[src/rtl/core/tlca_pkg.sv]
// ----------------------------------------------------------------------------
// tlca_pkg - shared types and constants of the tree ancestor engine
// Request and result items, controller commands, status and state codes.
// ----------------------------------------------------------------------------
package tlca_pkg;

    localparam int NODES_DEF    = 1024;
    localparam int LEVELS_DEF   = 10;
    localparam int NODE_FIELD_W = 10;
    localparam int TIME_W       = 11;
    localparam int DIST_W       = 32;
    localparam int STEP_W       = $clog2(NODE_FIELD_W);

    localparam logic REQ_LOAD  = 1'b0;
    localparam logic REQ_QUERY = 1'b1;
    localparam logic RES_LOAD  = 1'b0;
    localparam logic RES_QUERY = 1'b1;

    typedef struct packed {
        logic                    req_type;
        logic [NODE_FIELD_W-1:0] node_a;
        logic [NODE_FIELD_W-1:0] node_b;
        logic [TIME_W-1:0]       entry_time;
        logic [TIME_W-1:0]       exit_time;
        logic [DIST_W-1:0]       root_distance;
    } t_req;

    typedef struct packed {
        logic                    result_kind;
        logic [NODE_FIELD_W-1:0] common_ancestor;
        logic [DIST_W-1:0]       path_distance;
    } t_rsp;

    typedef enum logic [4:0] {
        S_IDLE, S_REDUCE, S_LOAD_WR, S_FILL_RD, S_FILL_WR,
        S_QRD_A, S_QRD_B, S_QCAP, S_QCHK,
        S_CL_ANC, S_CL_SPAN, S_CL_TEST,
        S_PAR_RD, S_DIST_RD, S_DCAP, S_FINISH, S_RESULT
    } t_state;

    typedef enum logic [4:0] {
        OP_NONE, OP_CAPTURE, OP_REDUCE, OP_LOAD_WRITE, OP_FILL_READ, OP_FILL_WRITE,
        OP_READ_A, OP_READ_B, OP_CAPTURE_B, OP_CHECK,
        OP_CLIMB_READ, OP_CLIMB_SPAN, OP_CLIMB_TEST,
        OP_PARENT_READ, OP_DIST_READ, OP_DIST_CAPTURE, OP_FINISH, OP_OUT_LOAD
    } t_op;

    typedef struct packed {
        t_op op;
    } t_cmd;

    typedef struct packed {
        logic is_query;
        logic step_last;
        logic lvl_last;
        logic lvl_zero;
        logic contained;
        logic out_free;
    } t_stat;

endpackage

[src/rtl/core/tlca_ctrl.sv]
// ----------------------------------------------------------------------------
// tlca_ctrl - sequencer of the tree ancestor engine
// Steps one item through reduction, then a row fill for a load or a containment check and ancestor climb for a query.
// ----------------------------------------------------------------------------
module tlca_ctrl #(
    parameter int LEVELS = tlca_pkg::LEVELS_DEF
) (
    input  logic            i_clk,
    input  logic            i_rst_n,
    input  logic            i_req_valid,
    output logic            o_req_ready,
    input  tlca_pkg::t_stat i_stat,
    output tlca_pkg::t_cmd  o_cmd
);

    tlca_pkg::t_state r_state;
    tlca_pkg::t_state n_state;

    always_ff @(posedge i_clk) begin
        if (!i_rst_n) begin
            r_state <= tlca_pkg::S_IDLE;
        end else begin
            r_state <= n_state;
        end
    end

    always_comb begin
        n_state = r_state;
        case (r_state)
            tlca_pkg::S_IDLE: begin
                if (i_req_valid) n_state = tlca_pkg::S_REDUCE;
            end
            tlca_pkg::S_REDUCE: begin
                if (i_stat.step_last) begin
                    n_state = i_stat.is_query ? tlca_pkg::S_QRD_A : tlca_pkg::S_LOAD_WR;
                end
            end
            tlca_pkg::S_LOAD_WR: begin
                n_state = (LEVELS == 1) ? tlca_pkg::S_RESULT : tlca_pkg::S_FILL_RD;
            end
            tlca_pkg::S_FILL_RD: n_state = tlca_pkg::S_FILL_WR;
            tlca_pkg::S_FILL_WR: begin
                n_state = i_stat.lvl_last ? tlca_pkg::S_RESULT : tlca_pkg::S_FILL_RD;
            end
            tlca_pkg::S_QRD_A:   n_state = tlca_pkg::S_QRD_B;
            tlca_pkg::S_QRD_B:   n_state = tlca_pkg::S_QCAP;
            tlca_pkg::S_QCAP:    n_state = tlca_pkg::S_QCHK;
            tlca_pkg::S_QCHK: begin
                n_state = i_stat.contained ? tlca_pkg::S_FINISH : tlca_pkg::S_CL_ANC;
            end
            tlca_pkg::S_CL_ANC:  n_state = tlca_pkg::S_CL_SPAN;
            tlca_pkg::S_CL_SPAN: n_state = tlca_pkg::S_CL_TEST;
            tlca_pkg::S_CL_TEST: begin
                n_state = i_stat.lvl_zero ? tlca_pkg::S_PAR_RD : tlca_pkg::S_CL_ANC;
            end
            tlca_pkg::S_PAR_RD:  n_state = tlca_pkg::S_DIST_RD;
            tlca_pkg::S_DIST_RD: n_state = tlca_pkg::S_DCAP;
            tlca_pkg::S_DCAP:    n_state = tlca_pkg::S_FINISH;
            tlca_pkg::S_FINISH:  n_state = tlca_pkg::S_RESULT;
            tlca_pkg::S_RESULT: begin
                if (i_stat.out_free) n_state = tlca_pkg::S_IDLE;
            end
            default: n_state = tlca_pkg::S_IDLE;
        endcase
    end

    always_comb begin
        o_req_ready = 1'b0;
        o_cmd.op    = tlca_pkg::OP_NONE;
        case (r_state)
            tlca_pkg::S_IDLE: begin
                o_req_ready = 1'b1;
                if (i_req_valid) o_cmd.op = tlca_pkg::OP_CAPTURE;
            end
            tlca_pkg::S_REDUCE:  o_cmd.op = tlca_pkg::OP_REDUCE;
            tlca_pkg::S_LOAD_WR: o_cmd.op = tlca_pkg::OP_LOAD_WRITE;
            tlca_pkg::S_FILL_RD: o_cmd.op = tlca_pkg::OP_FILL_READ;
            tlca_pkg::S_FILL_WR: o_cmd.op = tlca_pkg::OP_FILL_WRITE;
            tlca_pkg::S_QRD_A:   o_cmd.op = tlca_pkg::OP_READ_A;
            tlca_pkg::S_QRD_B:   o_cmd.op = tlca_pkg::OP_READ_B;
            tlca_pkg::S_QCAP:    o_cmd.op = tlca_pkg::OP_CAPTURE_B;
            tlca_pkg::S_QCHK:    o_cmd.op = tlca_pkg::OP_CHECK;
            tlca_pkg::S_CL_ANC:  o_cmd.op = tlca_pkg::OP_CLIMB_READ;
            tlca_pkg::S_CL_SPAN: o_cmd.op = tlca_pkg::OP_CLIMB_SPAN;
            tlca_pkg::S_CL_TEST: o_cmd.op = tlca_pkg::OP_CLIMB_TEST;
            tlca_pkg::S_PAR_RD:  o_cmd.op = tlca_pkg::OP_PARENT_READ;
            tlca_pkg::S_DIST_RD: o_cmd.op = tlca_pkg::OP_DIST_READ;
            tlca_pkg::S_DCAP:    o_cmd.op = tlca_pkg::OP_DIST_CAPTURE;
            tlca_pkg::S_FINISH:  o_cmd.op = tlca_pkg::OP_FINISH;
            tlca_pkg::S_RESULT: begin
                if (i_stat.out_free) o_cmd.op = tlca_pkg::OP_OUT_LOAD;
            end
            default: o_cmd.op = tlca_pkg::OP_NONE;
        endcase
    end

endmodule

[config.mk]
export PLATFORM = sky130hd
export DESIGN_NAME = tlca_ctrl
export DESIGN_NICKNAME = d
export VERILOG_FILES = /design/src/rtl/core/tlca_pkg.sv /design/src/rtl/core/tlca_ctrl.sv
export SDC_FILE = /design/constraint.sdc
export NUM_CORES = 1
export LEC_CHECK = 0
export BUFFER_PORTS_ARGS = -buffer_cell sky130_fd_sc_hd__buf_2
export CAP_MARGIN = 20
export CORE_MARGIN = 4
export CORE_UTILIZATION = 30
export CTS_CLUSTER_DIAMETER = 50
export CTS_CLUSTER_SIZE = 10
export DETAILED_ROUTE_END_ITERATION = 6
export GPL_ROUTABILITY_DRIVEN = 0
export SLEW_MARGIN = 10
export SYNTH_ARGS = -nofsm -noshare
export SYNTH_HDL_FRONTEND = slang
export SYNTH_SLANG_ARGS = --single-unit
[constraint.sdc]
create_clock -name i_clk -period 1.71 [get_ports i_clk]
set_input_delay 0 -clock i_clk [delete_from_list [all_inputs] [get_ports i_clk]]
set_output_delay 0 -clock i_clk [all_outputs]
set_load 0.01 [all_outputs]
# Yosys cells after proc, flatten, opt, wreduce, memory -nomap -nowiden
# Cells that the tools add are included.
[word_totals]
regBits = 5
in_bits = 9
[op_classes]
eq_ne = 19
mux = 12
n_reduce_logical = 2
[op_table]
columns = ["op", "count"]
rows = [
  ["one-hot mux 5 bit (17 select lines)", 2],
  ["== test 5 x 4 -> 1 bit (second input constant)", 8],
  ["2-to-1 mux 5 bit", 5],
  ["== test 5 x 3 -> 1 bit (second input constant)", 4],
  ["== test 5 x 2 -> 1 bit (second input constant)", 2],
  ["2-to-1 mux 3 bit", 3],
  ["!= test 2 bit (second input constant)", 3],
  ["== test 5 x 1 -> 1 bit (second input constant)", 1],
  ["== test 5 bit (second input constant)", 1],
  ["logical NOT 5 bit", 1],
  ["AND reduction 3 bit", 1],
  ["2-to-1 mux 1 bit", 2],
]

# Longest topological paths before layout
[depth]
word_depth = 3
depth_mapped = 6
ltp_nobuf = 4

# Least setup slack after synthesis
# OpenSTA, ideal clock, no wires.
[synth_path]
path_kind = "reg2reg"
from = "register r_state[0]"
to = "register r_state[4]"
setup_time_ns = 0.070
arrival_time_ns = 1.341
t_required_ns = 1.640
setup_slack_ns = 0.299
stages_incl_launch_ff = 5
synth_period_minus_slack_ns = 1.411
cell_sequence = "dfxtp_1 -> buf_6 -> or4_4 -> or3_1 -> a21boi_1"
[synth_via]
elab_chain_cells = 3
[synth_lines]
columns = ["item", "line_no", "text"]
rows = [
  ["from (decl)", "tlca_ctrl.sv:16", "tlca_pkg::t_state r_state;"],
  ["from (signal assigned)", "tlca_ctrl.sv:21", "r_state <= tlca_pkg::S_IDLE;"],
  ["from (signal assigned)", "tlca_ctrl.sv:23", "r_state <= n_state;"],
  ["== test 5 x 1 -> 1 bit, or another cell as far along", "tlca_ctrl.sv:29", "case (r_state)"],
  ["!= test 2 bit (no source line)", "--", ""],
  ["AND reduction 3 bit (no source line)", "--", ""],
]
# Parallel ways exist; a longest one is shown, timed or not.
# A chain may end at the register's enable or synchronous reset.

# Worst setup path after layout
[layout_path]
from = "register r_state[3]"
to = "register r_state[4]"
# The elaborated chain is that of the path after synthesis.

==> flow_summary.yaml <==
status:
  run_status: "finished, final reports clean"
placed_design:
  numPortBuffers: 14
  dp_slack_ns: 0.204
  hpwl_um: 893
clocking:
  tritoncts: "yes"
  cts_sinks: 5
  clock_path_buffers: 2
  clkTransAtPathRegs_ns: 0.04
  insertion_delay_ns: 0.24
  numCtsBuffers: 3
  htree_num_levels: 1
  root_buffer: "clkbuf_4"
  post_cts_buffers: 0
timing:
  relSlewSlack: 0.743
  setup_ws_ns: 0.189
  finalHoldViolations: 0
  rsz0062_at_grt: "no"
  setup-violations-final: 0
  drv_slew: 0
  tightest_slew_ns: 0.385
  whs_ns: 0.0113
  finalCritPeriodShare: 0.889
  finalSetupTns_ns: 0
  fin_crit_ns: 1.52
  finClkSkew_ns: 0.000979
  max_freq_ghz: 0.657
setup_path:
  crit_end: "r_state[4]"
  cp_num_cells: 3
  rrSetupSlack_ns: 0.19
  start_kind: "register"
  r2r-start: "r_state[3]"
  cp-end-kind: "register"
  worstSetupPathType: "register to register"
  reg2reg_depth: 3
  required_ns: 1.88
  r2r-end: "r_state[4]"
  slowest_stage: "or4_4"
  worstPathCellList: "or4_4 > or3_1 > a21boi_1"
  cp_max_fo: 11
  crit_path_start: "r_state[3]"
  cp_top_family: "simple AND/OR/NAND/NOR gates"
  slowest_delay_ns: 0.58
  worst-path-buf-inv: 0
  worstPathArrival_ns: 1.69
yosys:
  synth_fp_nets: 74
  synth_top_area_cell: "dfxtp_1"
  synth_area_leaders: "dfxtp_1 (22%), nor2_1 (5.8%), a21oi_1 (5.5%), nand3_1 (4.4%), o21ai_0 (4.4%)"
  yosys_warnings: 0
  yosysUniqueCellTypes: 33
  ys.flop_type: "dfxtp_1"
  synth_area_um2: 455
  synth_edf_count: 0
  synth-seq-cells: 5
  synthArstFlopShare: 0
  yosysSeqAreaShare: 0.220
  syn_inst: 65
  yosysTopAreaCellShare: 0.220
  avgSynthCellArea_um2: 7.01
power:
  p_leak_nw: 0.251
  p_per_area_nw_per_um2: 996
  power_w: 0.000581
  ir_worst_vdd_mv: 0.489
finish:
  final-seq-area_um2: 100
  n_antenna_cell: 0
  reg_top3: "r_state x5"
  final_net_count: 92
  drive_above_1_share: 0.305
  top_register: "r_state"
  area_delta_synth_final_pct: 28.0
  largest_register_ffs: 5
  fillers: 153
  multi_input_area_um2: 317
grt:
  grt_pass1_vias: 437
  grt_use_total: 0.119
  antenna_found_initial: 0
  grt_pass1_wl_um: 1890
  grt_max_degree: 16
  gr-total-overflow: 0
route:
  drt-pass1-iter-count: 4
  drt-total-wl_um: 1120
  drcViolationCount: 0
  wl_per_cell_um: 11.6
  final_antenna_net_count: 0
  num_vias: 504
  via_per_inst: 5.20
  first_iter_violations: 18
job:
  max_cap_viol_count: 0
floorplan:
  start_util: 0.333
  die_w_um: 47.0
  die_y_um: 47.0
  ioPinCount: 15
  rows: 13
  die_area_um2: 2210
  core_area_um2: 1370
min_path:
  hold_path_class: "input pin to register"
==> cells in the mapped netlist, types with 2 or more instances <==
| cell type | count |
|---|---|
| nor2_1 | 7 |
| a21oi_1 | 5 |
| nand4b_1 | 2 |
| buf_2 | 2 |
| nand2_1 | 5 |
| or3_1 | 2 |
| clkbuf_1 | 3 |
| inv_1 | 3 |
| dfxtp_1 | 5 |
| o21ai_0 | 4 |
| nand3_1 | 4 |
| xor2_1 | 2 |
==> worst register-to-register path: stages (launching register included) <==
cell	delay, ns
dfxtp_1	0.41
or4_4	0.58
or3_1	0.32
a21boi_1	0.14
==> layout by cell type, fill, tap and decap left out, types with 2 or more instances in the layout <==
| cell type | Yosys | layout |
|---|---|---|
| o21ai_0 | 4 | 4 |
| or3_1 | 2 | 2 |
| buf_2 | 2 | 14 |
| nand2_1 | 5 | 5 |
| clkbuf_4 | 0 | 3 |
| buf_4 | 0 | 4 |
| xor2_1 | 2 | 2 |
| inv_1 | 3 | 3 |
| nand3_1 | 4 | 4 |
| dfxtp_1 | 5 | 5 |
| nand4b_1 | 2 | 2 |
| a21oi_1 | 5 | 5 |
| nor2_1 | 7 | 7 |
==> where the power goes <==
group          switching, W  leakage [nW]  total, W  internal, W
clock             0.0000485        0.0150  0.000137    0.0000882
combinational      0.000145         0.195  0.000285     0.000141
sequential        0.0000270        0.0407  0.000158     0.000132
total              0.000220         0.251  0.000581     0.000360
==> layout make-up <==
type	count	share of cell area
Clock buffer	4	0.0451
Multi-Input combinational cell	51	0.543
Tap cell	15	0.0322
Timing Repair Buffer	19	0.189
Inverter	3	0.0193
Sequential cell	5	0.172
==> through the flow <==
| stage | utilization | instance area [µm²] | std cells |
|---|---|---|---|
| after floorplan | - | 455 | 65 |
| after global placement | 0.397 | 542 | 92 |
| after detailed placement | 0.397 | 542 | 92 |
| after CTS | 0.423 | 578 | 97 |
| after global routing | 0.427 | 583 | 97 |
| final | 0.427 | 583 | 97 |
==> metal layers <==
layer	global-route usage	vias up	wire [µm]
li1	-	268	-
met1	0.180	220	523
met2	0.160	16	514
met3	0.0268	0	86
met4	0.0497	0	0
met5	0	-	0
==> worst min-delay path by stage <==
stage,start,endpoint,slack (ns),cells after the start
6_report,i_stat[5],r_state[2],0.01,3
5_1_grt,i_stat[5],r_state[2],0.01,3
4_1_cts,i_stat[5],r_state[2],0.002,3
3_5_place_dp,i_rst_n,r_state[3],0.25,2
3_3_place_gp,i_rst_n,r_state[3],0.25,2
2_1_floorplan,i_rst_n,r_state[3],0.12,1
==> logic make-up after synthesis <==
logic type / after synthesis / share of synthesized area
simple gates: 29 / 0.354
compound gates: 18 / 0.250
buf+inv: 9 / 0.0961
flops: 5 / 0.220
xor+xnor: 3 / 0.0577
mux: 1 / 0.0220
==> what timing repair did <==
item	in CTS	in global routing
endpoints found under the hold margin	1	0
resized for setup	0	1
hold buffers	1	0
setup endpoints to repair	0	1
Note: power is estimated with default switching activity, not from simulation.
